===== config.mk =====
export PLATFORM = sky130hd
export DESIGN_NAME = rotation_synced_strobe_timer_core_flat
export DESIGN_NICKNAME = d
export VERILOG_FILES = /design/src/rtl/rsst_pkg.sv /design/src/rtl/rsst_in_if.sv /design/src/rtl/rsst_out_if.sv /design/src/rtl/rsst_cfg_if.sv /design/src/rtl/rsst_edge_meter.sv /design/src/rtl/rsst_shot_sched.sv /design/src/rtl/rotation_synced_strobe_timer_core.sv /design/src/flat_wrapper.sv
export SDC_FILE = /design/constraint.sdc
export NUM_CORES = 1
export LEC_CHECK = 0
export ABC_AREA = 1
export BUFFER_PORTS_ARGS = -buffer_cell sky130_fd_sc_hd__buf_2
export CAP_MARGIN = 20
export CORE_ASPECT_RATIO = 0.9
export CORE_UTILIZATION = 58
export CTS_BUF_LIST = sky130_fd_sc_hd__clkbuf_16
export CTS_CLUSTER_SIZE = 30
export DETAILED_ROUTE_END_ITERATION = 8
export HOLD_SLACK_MARGIN = 0.15
export PLACE_DENSITY = 0.75
export SLEW_MARGIN = 20
export SYNTH_ARGS = -nofsm -noshare
export SYNTH_HDL_FRONTEND = slang
export SYNTH_HIERARCHICAL = 1
export SYNTH_SLANG_ARGS = --single-unit
export TNS_END_PERCENT = 30

===== constraint.sdc =====
create_clock -name clk -period 14.1 [get_ports clk]
set_input_delay 3.525 -clock clk [delete_from_list [all_inputs] [get_ports clk]]
set_output_delay 3.525 -clock clk [all_outputs]
set_load 0.005 [all_outputs]

===== src/rtl/rsst_pkg.sv =====
// Shared types and constants for the rotation-synced strobe timer.
// No dependencies; used by rsst_cfg_if, rsst_edge_meter, rsst_shot_sched and the top level.
`timescale 1ns / 1ps

package rsst_pkg;

  // Default number of animation frames per rotation.
  localparam int FRAME_COUNT_DEF = 8;

  // An edge-scheduled shot whose delay is below this fires on the edge tick.
  localparam logic [31:0] IMMEDIATE_LIMIT = 32'd100;

  // Configuration port.
  localparam int CFG_IDX_W  = 2;
  localparam int CFG_DATA_W = 20;

  localparam logic [CFG_IDX_W-1:0] REG_AUTO_MODE     = 2'd0;
  localparam logic [CFG_IDX_W-1:0] REG_MANUAL_PERIOD = 2'd1;
  localparam logic [CFG_IDX_W-1:0] REG_DEBOUNCE      = 2'd2;
  localparam logic [CFG_IDX_W-1:0] REG_PULSE_WIDTH   = 2'd3;

  // Register reset values.
  localparam logic        AUTO_MODE_RST     = 1'b1;
  localparam logic [19:0] MANUAL_PERIOD_RST = 20'd33333;
  localparam logic [15:0] DEBOUNCE_RST      = 16'd1000;
  localparam logic [15:0] PULSE_WIDTH_RST   = 16'd100;

  // Edge meter to scheduler: debounced edge and the phase delay it asks for.
  typedef struct packed {
    logic        accepted;
    logic [31:0] delay;
  } edge_evt_t;

endpackage


===== src/rtl/rsst_in_if.sv =====
// Request channel carrying one microsecond tick.
// Depends on nothing.
`timescale 1ns / 1ps

interface rsst_in_if;
  logic       valid;
  logic       ready;
  logic       ir_edge;
  logic [2:0] frame_select;

  modport source (output valid, output ir_edge, output frame_select, input ready);
  modport sink (input valid, input ir_edge, input frame_select, output ready);
endinterface


===== src/rtl/rsst_out_if.sv =====
// Result channel: lamp level, edge flag and measured period for one tick.
// Depends on nothing.
`timescale 1ns / 1ps

interface rsst_out_if;
  logic        valid;
  logic        ready;
  logic        strobe_out;
  logic        edge_accepted;
  logic [31:0] period_us;

  modport source (output valid, output strobe_out, output edge_accepted,
                  output period_us, input ready);
  modport sink (input valid, input strobe_out, input edge_accepted,
                input period_us, output ready);
endinterface


===== src/rtl/rsst_cfg_if.sv =====
// Configuration write channel: register index and write data.
// Depends on rsst_pkg for the field widths.
`timescale 1ns / 1ps

interface rsst_cfg_if;
  logic                           valid;
  logic                           ready;
  logic [rsst_pkg::CFG_IDX_W-1:0]  index;
  logic [rsst_pkg::CFG_DATA_W-1:0] data;

  modport source (output valid, output index, output data, input ready);
  modport sink (input valid, input index, input data, output ready);
endinterface


===== src/rtl/rsst_edge_meter.sv =====
// Edge debounce and rotation period measurement; derives the phase delay.
// Depends on rsst_pkg (edge_evt_t).
`timescale 1ns / 1ps

module rsst_edge_meter #(
  parameter int FRAME_COUNT = rsst_pkg::FRAME_COUNT_DEF
) (
  input  logic                clk,
  input  logic                rst,
  input  logic                step,
  input  logic                ir_edge,
  input  logic [2:0]          frame_select,
  input  logic [15:0]         debounce_us,
  output rsst_pkg::edge_evt_t evt,
  output logic [31:0]         period_next
);

  // elapsed / FRAME_COUNT fits in QW bits, remainder in RW bits.
  localparam int QW = 33 - $clog2(FRAME_COUNT + 1);
  localparam int RW = $clog2(FRAME_COUNT);
  localparam logic [RW-1:0] R_LAST = RW'(FRAME_COUNT - 1);

  // Ticks since the last accepted edge, kept with its quotient and remainder.
  logic [31:0] elapsed, elapsed_next;
  logic [QW-1:0] quot, quot_next;
  logic [RW-1:0] rem, rem_next;
  logic [31:0] period;
  logic        acc;

  assign acc = ir_edge && (elapsed >= {16'd0, debounce_us});

  always_comb begin
    period_next = period;
    if (acc) begin
      period_next  = elapsed;
      elapsed_next = 32'd1;
      quot_next    = '0;
      rem_next     = RW'(1);
    end else if (elapsed == '1) begin
      // counter wraps to zero
      elapsed_next = '0;
      quot_next    = '0;
      rem_next     = '0;
    end else if (rem == R_LAST) begin
      elapsed_next = elapsed + 32'd1;
      quot_next    = quot + QW'(1);
      rem_next     = '0;
    end else begin
      elapsed_next = elapsed + 32'd1;
      quot_next    = quot;
      rem_next     = rem + RW'(1);
    end
  end

  assign evt.accepted = acc;
  assign evt.delay = 32'({{(32-QW){1'b0}}, quot} * {29'd0, frame_select});

  always_ff @(posedge clk) begin
    if (rst) begin
      elapsed <= '0;
      quot    <= '0;
      rem     <= '0;
      period  <= '0;
    end else if (step) begin
      elapsed <= elapsed_next;
      quot    <= quot_next;
      rem     <= rem_next;
      period  <= period_next;
    end
  end

  a_acc_restarts: assert property (@(posedge clk) disable iff (rst)
    step && acc |=> elapsed == 32'd1 && quot == '0)
    else $error("elapsed count not restarted after accepted edge");

  a_rem_range: assert property (@(posedge clk) disable iff (rst)
    rem <= R_LAST)
    else $error("remainder out of range");

  a_period_hold: assert property (@(posedge clk) disable iff (rst)
    !rst && !(step && acc) |=> period == $past(period))
    else $error("period changed without an accepted edge");

endmodule


===== src/rtl/rsst_shot_sched.sv =====
// Shot scheduling (auto and manual), pulse stretching and the tick counter.
// Depends on rsst_pkg (edge_evt_t, IMMEDIATE_LIMIT).
`timescale 1ns / 1ps

module rsst_shot_sched (
  input  logic                clk,
  input  logic                rst,
  input  logic                step,
  input  rsst_pkg::edge_evt_t evt,
  input  logic                auto_mode,
  input  logic [19:0]         manual_period_us,
  input  logic [15:0]         pulse_width_us,
  output logic                lamp
);

  logic [31:0] time_now;
  logic        shot_pending, shot_pending_next;
  logic [31:0] shot_time, shot_time_next;
  logic [31:0] manual_last_shot, manual_last_shot_next;
  logic [15:0] pulse_left, pulse_left_next;

  logic        fire;
  logic        sched_now;
  logic        due;
  logic [31:0] since_shot;
  logic [31:0] man_elapsed;
  logic [15:0] pulse_load;

  assign since_shot  = time_now - shot_time;
  assign man_elapsed = time_now - manual_last_shot;

  always_comb begin
    fire                  = 1'b0;
    sched_now             = 1'b0;
    shot_pending_next     = shot_pending;
    shot_time_next        = shot_time;
    manual_last_shot_next = manual_last_shot;

    if (evt.accepted && auto_mode) begin
      if (evt.delay < rsst_pkg::IMMEDIATE_LIMIT) begin
        fire              = 1'b1;
        shot_pending_next = 1'b0;
      end else begin
        sched_now         = 1'b1;
        shot_pending_next = 1'b1;
        shot_time_next    = time_now + evt.delay;
      end
    end

    // Freshly scheduled shot is already due only if the delay wraps past
    // half the counter range.
    due = sched_now ? (evt.delay[31] && (evt.delay[30:0] != '0)) : !since_shot[31];

    if (auto_mode) begin
      if (shot_pending_next && due) begin
        fire              = 1'b1;
        shot_pending_next = 1'b0;
      end
    end else if (manual_period_us != '0) begin
      if (man_elapsed >= {12'd0, manual_period_us}) begin
        if (man_elapsed > {11'd0, manual_period_us, 1'b0}) begin
          manual_last_shot_next = time_now;  // fell behind: resync
        end else begin
          manual_last_shot_next = manual_last_shot + {12'd0, manual_period_us};
        end
        fire = 1'b1;
      end
    end

    pulse_load      = fire ? pulse_width_us : pulse_left;
    lamp            = (pulse_load != '0);
    pulse_left_next = lamp ? pulse_load - 16'd1 : pulse_load;
  end

  always_ff @(posedge clk) begin
    if (rst) begin
      time_now         <= '0;
      shot_pending     <= 1'b0;
      shot_time        <= '0;
      manual_last_shot <= '0;
      pulse_left       <= '0;
    end else if (step) begin
      time_now         <= time_now + 32'd1;
      shot_pending     <= shot_pending_next;
      shot_time        <= shot_time_next;
      manual_last_shot <= manual_last_shot_next;
      pulse_left       <= pulse_left_next;
    end
  end

  a_manual_holds_shot: assert property (@(posedge clk) disable iff (rst)
    !rst && step && !auto_mode |=> shot_pending == $past(shot_pending))
    else $error("pending shot touched in manual mode");

  a_fire_loads_pulse: assert property (@(posedge clk) disable iff (rst)
    !rst && step && fire && pulse_width_us != '0
      |=> pulse_left == $past(pulse_width_us) - 16'd1)
    else $error("shot did not reload pulse");

  a_time_hold: assert property (@(posedge clk) disable iff (rst)
    !rst && !step |=> time_now == $past(time_now))
    else $error("tick counter advanced without a request");

endmodule


===== src/rtl/rotation_synced_strobe_timer_core.sv =====
// Top level of the rotation-synced strobe timer: channels, configuration
// registers, input and result registers. Depends on rsst_pkg, the channel
// interfaces, rsst_edge_meter and rsst_shot_sched.
`timescale 1ns / 1ps

// Each request is one microsecond tick of the time base, carrying the
// infrared edge flag and the frame index; each request yields exactly one
// result (lamp level, edge-accepted flag, last rotation period). The block
// takes one request per clock, sustained while results are taken; the
// accepting edge loads the input register, and the step that follows takes
// one pass through the edge meter and shot scheduler into the result
// register. The rate is set by that single pass: all timer state (tick
// count, elapsed time since the last edge, pending shot, manual shot
// reference, pulse counter) is updated once per tick.
// Backpressure on the result side stalls the pass; while a result waits, the
// input register can still hold one more request.
// Configuration registers are written through cfg_wr (always ready) and
// should only change while no tick is in flight. The phase delay is
// (period / FRAME_COUNT) * frame_select, with the quotient tracked
// incrementally alongside the elapsed count, so no divider is present.

module rotation_synced_strobe_timer_core #(
  parameter int FRAME_COUNT = rsst_pkg::FRAME_COUNT_DEF
) (
  input logic             clk,
  input logic             rst,
  rsst_in_if.sink         req_in,
  rsst_out_if.source      res_out,
  rsst_cfg_if.sink        cfg_wr
);

  // configuration registers
  logic        auto_mode;
  logic [19:0] manual_period_us;
  logic [15:0] debounce_us;
  logic [15:0] pulse_width_us;

  // input register
  logic       in_valid;
  logic       in_edge;
  logic [2:0] in_frame;

  // result register
  logic        out_valid;
  logic        out_strobe;
  logic        out_edge_acc;
  logic [31:0] out_period;

  logic                step;
  rsst_pkg::edge_evt_t evt;
  logic [31:0]         period_next;
  logic                lamp;

  // process the held tick when the result slot is free or being drained
  assign step         = in_valid && (!out_valid || res_out.ready);
  assign req_in.ready = !in_valid || step;
  assign cfg_wr.ready = 1'b1;

  assign res_out.valid         = out_valid;
  assign res_out.strobe_out    = out_strobe;
  assign res_out.edge_accepted = out_edge_acc;
  assign res_out.period_us     = out_period;

  always_ff @(posedge clk) begin
    if (rst) begin
      auto_mode        <= rsst_pkg::AUTO_MODE_RST;
      manual_period_us <= rsst_pkg::MANUAL_PERIOD_RST;
      debounce_us      <= rsst_pkg::DEBOUNCE_RST;
      pulse_width_us   <= rsst_pkg::PULSE_WIDTH_RST;
    end else if (cfg_wr.valid) begin
      case (cfg_wr.index)
        rsst_pkg::REG_AUTO_MODE:     auto_mode        <= cfg_wr.data[0];
        rsst_pkg::REG_MANUAL_PERIOD: manual_period_us <= cfg_wr.data[19:0];
        rsst_pkg::REG_DEBOUNCE:      debounce_us      <= cfg_wr.data[15:0];
        rsst_pkg::REG_PULSE_WIDTH:   pulse_width_us   <= cfg_wr.data[15:0];
        default: ;
      endcase
    end
  end

  // input register
  always_ff @(posedge clk) begin
    if (rst) begin
      in_valid <= 1'b0;
    end else if (req_in.ready) begin
      in_valid <= req_in.valid;
    end
  end

  always_ff @(posedge clk) begin
    if (req_in.valid && req_in.ready) begin
      in_edge  <= req_in.ir_edge;
      in_frame <= req_in.frame_select;
    end
  end

  rsst_edge_meter #(
    .FRAME_COUNT (FRAME_COUNT)
  ) u_edge_meter (
    .clk          (clk),
    .rst          (rst),
    .step         (step),
    .ir_edge      (in_edge),
    .frame_select (in_frame),
    .debounce_us  (debounce_us),
    .evt          (evt),
    .period_next  (period_next)
  );

  rsst_shot_sched u_shot_sched (
    .clk              (clk),
    .rst              (rst),
    .step             (step),
    .evt              (evt),
    .auto_mode        (auto_mode),
    .manual_period_us (manual_period_us),
    .pulse_width_us   (pulse_width_us),
    .lamp             (lamp)
  );

  // result register
  always_ff @(posedge clk) begin
    if (rst) begin
      out_valid <= 1'b0;
    end else if (step) begin
      out_valid <= 1'b1;
    end else if (res_out.ready) begin
      out_valid <= 1'b0;
    end
  end

  // period as updated by this tick's edge
  always_ff @(posedge clk) begin
    if (step) begin
      out_strobe   <= lamp;
      out_edge_acc <= evt.accepted;
      out_period   <= period_next;
    end
  end

  a_step_needs_item: assert property (@(posedge clk) disable iff (rst)
    step |-> in_valid)
    else $error("step without a held request");

  a_empty_takes_req: assert property (@(posedge clk) disable iff (rst)
    !in_valid |-> req_in.ready)
    else $error("empty input register refused a request");

  a_result_kept: assert property (@(posedge clk) disable iff (rst)
    !rst && out_valid && !res_out.ready |=> out_valid)
    else $error("undelivered result dropped");

endmodule

===== src/flat_wrapper.sv =====
// flat-port wrapper written by rule: the top's interface ports become plain ports
module rotation_synced_strobe_timer_core_flat 
#(
  parameter int FRAME_COUNT = rsst_pkg::FRAME_COUNT_DEF
)
  (clk, rst, req_in_valid, req_in_ir_edge, req_in_frame_select, req_in_ready, res_out_valid, res_out_strobe_out, res_out_edge_accepted, res_out_period_us, res_out_ready, cfg_wr_valid, cfg_wr_index, cfg_wr_data, cfg_wr_ready);
  rsst_in_if req_in_i ();
  rsst_out_if res_out_i ();
  rsst_cfg_if cfg_wr_i ();
  input logic clk;
  input logic rst;
  input wire logic [$bits(req_in_i.valid)-1:0] req_in_valid;
  input wire logic [$bits(req_in_i.ir_edge)-1:0] req_in_ir_edge;
  input wire logic [$bits(req_in_i.frame_select)-1:0] req_in_frame_select;
  output wire logic [$bits(req_in_i.ready)-1:0] req_in_ready;
  output wire logic [$bits(res_out_i.valid)-1:0] res_out_valid;
  output wire logic [$bits(res_out_i.strobe_out)-1:0] res_out_strobe_out;
  output wire logic [$bits(res_out_i.edge_accepted)-1:0] res_out_edge_accepted;
  output wire logic [$bits(res_out_i.period_us)-1:0] res_out_period_us;
  input wire logic [$bits(res_out_i.ready)-1:0] res_out_ready;
  input wire logic [$bits(cfg_wr_i.valid)-1:0] cfg_wr_valid;
  input wire logic [$bits(cfg_wr_i.index)-1:0] cfg_wr_index;
  input wire logic [$bits(cfg_wr_i.data)-1:0] cfg_wr_data;
  output wire logic [$bits(cfg_wr_i.ready)-1:0] cfg_wr_ready;
  assign req_in_i.valid = req_in_valid;
  assign req_in_i.ir_edge = req_in_ir_edge;
  assign req_in_i.frame_select = req_in_frame_select;
  assign req_in_ready = req_in_i.ready;
  assign res_out_valid = res_out_i.valid;
  assign res_out_strobe_out = res_out_i.strobe_out;
  assign res_out_edge_accepted = res_out_i.edge_accepted;
  assign res_out_period_us = res_out_i.period_us;
  assign res_out_i.ready = res_out_ready;
  assign cfg_wr_i.valid = cfg_wr_valid;
  assign cfg_wr_i.index = cfg_wr_index;
  assign cfg_wr_i.data = cfg_wr_data;
  assign cfg_wr_ready = cfg_wr_i.ready;
  rotation_synced_strobe_timer_core #(.FRAME_COUNT(FRAME_COUNT)) u_core (.clk(clk), .rst(rst), .req_in(req_in_i), .res_out(res_out_i), .cfg_wr(cfg_wr_i));
endmodule

Word-level counts from Yosys, hierarchy flattened
Index checks and enable logic that the tools add are counted.

Mux-type cells: 26. Reduce and logical (&&, ||, !) cells: 24. Equality and inequality tests: 5. $mul: 1. Bitwise gates (word level): 2. $add $sub $neg: 9. Order comparisons: 4.

Operators with widths (number): 32-bit 2-to-1 mux (4); 29-bit 2-to-1 mux (3); 32-bit by 1-bit adder with 32-bit output, second input constant (2); 32-bit subtractor (2); 32-bit by 20-bit adder with 32-bit output (1); 32-bit adder (1); 32-bit equality test, second input constant (1); 32-bit by 16-bit greater-or-equal comparator with 1-bit output (1); 32-bit by 20-bit greater-or-equal comparator with 1-bit output (1); 32-bit by 21-bit > comparator with 1-bit output (1); 32-bit by 7-bit less-than comparator with 1-bit output, second input constant (1); 29-bit by 3-bit multiplier with 32-bit output (1); 16-bit 2-to-1 mux (2); 31-bit nonzero test (1); 29-bit by 1-bit adder with 29-bit output, second input constant (1); 20-bit nonzero test (1); 16-bit nonzero test (1); 16-bit by 1-bit subtractor with 16-bit output, second input constant (1); 1-bit 2-to-1 mux (14); 2-bit AND reduction (5); 3-bit 2-to-1 mux (3); 1-bit logical AND (6); 2-bit equality test, second input constant (2); 4-bit AND reduction (1); 10 further kinds (14).

Input bits: 31. Output and inout port bits: 37. Register bits after elaboration: 302. Logic and storage cells: 91.

Longest topological paths before layout
Depth after elaboration: 11. Mapped depth: 39. Depth with buffers taken out: 37.

Hierarchy
Netlist, hierarchy kept.

By module, submodules not included: rsst_shot_sched (times used 1, cells each 1948, seq. area each 2262.2 µm², area an instance 12117.9 µm²); rsst_edge_meter (times used 1, cells each 1425, seq. area each 1921.8 µm², area an instance 8924.8 µm²); rotation_synced_strobe_timer_core (times used 1, cells each 364, seq. area each 2242.2 µm², area an instance 3349.5 µm²).

Least setup slack after synthesis
No wires, ideal clock.

Path type: input to register. Start point: input port res_out_ready. End point: register u_core.u_shot_sched.time_now[30]. Library setup time: 0.119 ns. Buffers on the path: 1. Required time: 13.981 ns. Slack: 6.707 ns. Arrival: 7.274 ns. Stages on the path: 11. Cells stage by stage: inv_1 > a21oi_1 > clkbuf_1 > inv_1 > nor4_1 > nand3_1 > nor2_1 > nand3_1 > or4_1 > o21ai_0 > a21oi_1.

Word-level cells in the longest chain between the ends: 2.

Ends and longest elaborated chain: from (decl) (line flat_wrapper.sv:20) `input wire logic [$bits(res_out_i.ready)-1:0] res_out_ready;`; 1-bit logical OR (line rotation_synced_strobe_timer_core.sv:55) `assign step = in_valid && (!out_valid || res_out.ready);`; 1-bit logical AND (line rotation_synced_strobe_timer_core.sv:55); via u_core.step (line rotation_synced_strobe_timer_core.sv:49) `logic step;`; to (signal assigned) (line rsst_shot_sched.sv:83) `time_now <= time_now + 32'd1;`; to (decl) (line rsst_shot_sched.sv:16) `logic [31:0] time_now;`.

The timed path passes the listed nets, and every way through them passes these cells. A chain may end at the register's enable or synchronous reset.

Worst setup path in the final report
Start point: input port res_out_ready. End point: output port req_in_ready.

Word-level cells in the longest chain between the ends: 3.

Ends and longest elaborated chain: 1-bit logical OR (line rotation_synced_strobe_timer_core.sv:55); 1-bit logical AND (line rotation_synced_strobe_timer_core.sv:55); 1-bit logical OR (line rotation_synced_strobe_timer_core.sv:56) `assign req_in.ready = !in_valid || step;`; to (decl) (line flat_wrapper.sv:15) `output wire logic [$bits(req_in_i.ready)-1:0] req_in_ready;`.

No other way between the ends.

==> flow_metrics.tcl <==
set metrics [dict create \
    drt_iter0_markers 1939 \
    dp_hpwl_mm 47.0 \
    final_core_util_pct 63.2 \
    crit_type "in -> out" \
    critPathMaxStageDelay_ns 0.16 \
    layout_common_cells "nand2_1 (962), inv_1 (580), nor2_1 (385)" \
    ys_warn_count 6 \
    n_antenna_cell 0 \
    power_leakage_nw 12.7 \
    nets 3998 \
    first_pass_iters 6 \
    crit_cells 4 \
    route.vias.total 23200 \
    cp_max_fo 3 \
    numPortBuffers 66 \
    fin_area_um2 26000 \
    cp.buffers_inverters 3 \
    crit_slowest_cell "buf_2" \
    synth.area.top_cells "dfxtp_1 (22%), nand2_1 (15%), ha_1 (11%)" \
    grt_max_degree 79 \
    slew_headroom_pct 29.4 \
    crit_top_cell "buf_2" \
    finalSetupTns_ns 0 \
    layout-drive-gt1-share_pct 6.44 \
    routed_wl_mm 62.9 \
    slew_viol_final 0 \
    worstHoldPathType "reg -> reg" \
    peakVddDrop_uv 92.5 \
    synth_edf_count 38 \
    antenna_left 0 \
    fin_skew_ns 0.0172 \
    path_delay_family "buffers and inverters" \
    syn-cell-area_um2 24400 \
    cts_tree "yes" \
    core-area_um2 41100 \
    synth_seq_area_share_pct 26.3 \
    cts_htree_levels 2 \
    cts.repair.resized 0 \
    cp_cell_sequence "buf_2 -> inv_1 -> nand3_1 -> buf_2" \
    start_util_pct 59.4 \
    fin_crit_sh_pct 53.6 \
    antenna_found_initial 0 \
    r2r_cells 34 \
    num_rows 70 \
    layout_commonest_cell "nand2_1" \
    grt_pass1_wl_mm 105 \
    cts.sinks 302 \
    fin_crit_ns 7.55 \
    synth-seq-cells 302 \
    root_buffer "clkbuf_16" \
    fp.dieH_um 197 \
    p_per_area_nw_per_um2 83.9 \
    cts-buffers-inserted 35 \
    worstSetupEndpointType "primary output" \
    syn_area_per_cell_um2 6.53 \
    syn_inst 3737 \
    grt_usage_pct 29.7 \
    synth_ff_type "dfxtp_1" \
    worst_pin_slew_ns 1.06 \
    die_area_um2 42900 \
    post_drt_wl_per_cell_um 14.6 \
    ys_types 63 \
    rsz0062_at_grt "false" \
    syn_to_final_growth_pct 6.47 \
    ys_async_sr_fraction_pct 0 \
    min_path_cells 2 \
    synth_top_area_cell "dfxtp_1" \
    cap_violations 0 \
    fillCellCount 3888 \
    drc 0 \
    worst_ep_required_time_ns 10.57 \
    startpoint_type "input port" \
    hold_violations 0 \
    cts_setup_buffers 0 \
    vias_per_cell 5.41 \
    syn_nets 4004 \
    arrival_ns 4.03 \
    clockBufferDepth 3 \
    status "finished, final reports clean" \
    fmax_mhz 132 \
    setup_viol 0 \
    placed_cell_area_um2 24800 \
    gp_congestion 0.958 \
    insertion_delay_ns 0.55 \
    path_clk_slew_ns 0.06 \
    cts_hold_buf 0 \
    grt_overflow 0 \
    first_global_vias 21400 \
    synth.top_cell.area_share_pct 21.7 \
    ios 68 \
    die_w_um 218 \
]
stage by stage:
stage	hold slack [ns]	setup WS (ns)	total power [mW]	instances
global route	0.475	6.26	2.28	4296
detailed placement	0.459	6.56	1.29	4233
finish	0.467	6.55	2.18	4296
global placement	0.449	6.58	1.29	4233
floorplan	0.433	6.71	1.21	3737
CTS	0.468	6.56	2.19	4295
final timing paths:
check        slack, ns                             start                           endpoint
max               6.55                     res_out_ready                       req_in_ready
min               0.47  u_core/u_shot_sched/shot_time[2]   u_core/u_shot_sched/shot_time[2]
max reg2reg       7.03                u_core/in_frame[2]  u_core/u_shot_sched/pulse_left[9]
min reg2reg       0.47  u_core/u_shot_sched/shot_time[2]   u_core/u_shot_sched/shot_time[2]
final cells by class:
class                           instances  area, um^2  share of cell area, %
Tap cell                              540         676                   2.60
Clock buffer                           35         876                   3.37
Multi-Input combinational cell       2732       15200                   58.3
Timing Repair Buffer                   74         400                   1.54
Sequential cell                       302        6430                   24.7
Clock inverter                         27         235                  0.906
Inverter                              586        2200                   8.49
flip-flops by register name (all words and copies together) (netlist names), 3 cells and up:
name / cells
u_core/u_shot_sched/shot_time: 32
u_core/manual_period_us: 20
u_core/in_frame: 3
u_core/u_edge_meter/quot: 29
u_core/debounce_us: 16
u_core/u_edge_meter/period: 32
u_core/u_shot_sched/time_now: 32
u_core/res_out.period_us: 32
u_core/u_shot_sched/manual_last_shot: 32
u_core/u_edge_meter/elapsed: 32
u_core/u_shot_sched/pulse_left: 16
u_core/pulse_width_us: 16
u_core/u_edge_meter/rem: 3
layer usage:
| layer | track usage (%) | vias to the layer above | routed length [um] |
|---|---|---|---|
| li1 | - | 12000 | - |
| met1 | 41.6 | 10500 | 30400 |
| met2 | 47.1 | 618 | 26900 |
| met3 | 4.09 | 103 | 4020 |
| met4 | 9.25 | 0 | 1600 |
| met5 | 0 | - | 0 |
Yosys cell counts (6+ instances only):
| master | count |
|---|---|
| nand2_1 | 962 |
| inv_1 | 574 |
| nor2_1 | 386 |
| a21oi_1 | 311 |
| dfxtp_1 | 264 |
| ha_1 | 205 |
| nand3_1 | 176 |
| o21ai_0 | 151 |
| xor2_1 | 89 |
| clkbuf_1 | 65 |
| nor3_1 | 56 |
| nand4_1 | 47 |
| o21ai_1 | 42 |
| edfxtp_1 | 38 |
| xnor2_1 | 33 |
| fa_1 | 31 |
| nor4_1 | 26 |
| o21ai_2 | 26 |
| nor2_2 | 24 |
| a31oi_1 | 23 |
| nand2_2 | 21 |
| buf_2 | 19 |
| o211ai_1 | 16 |
| buf_6 | 13 |
| o21a_1 | 10 |
| o21bai_1 | 10 |
| buf_4 | 9 |
| inv_2 | 9 |
| a21o_1 | 8 |
| nand3b_1 | 8 |
| nor2_4 | 8 |
| nand3_2 | 7 |
| nor3_2 | 6 |
where the power goes:
| part | internal (mW) | switching (mW) |
|---|---|---|
| clock network | 0.511 | 0.382 |
| registers | 0.900 | 0.0234 |
| logic | 0.121 | 0.241 |
| total | 1.53 | 0.646 |
tightest hold or removal path, delay by kind of cell (launching register included):
| kind | cells | cell delay, ns |
|---|---|---|
| compound gates | 1 | 0.06 |
| buf+inv | 1 | 0.06 |
| flops | 1 | 0.30 |
kinds of logic after synthesis:
group | Yosys count | synth area share (%)
and+or+nand+nor | 1749 | 30.5
buffers and inverters | 703 | 11.6
AOI/OAI and AO/OA | 623 | 14.1
DFF | 302 | 26.3
adders and majority gates | 236 | 13.1
xor gates and xnor gates | 122 | 4.38
other | 1 | 0.0154
muxes | 1 | 0.0410
Power figures use the tool's default switching activity.
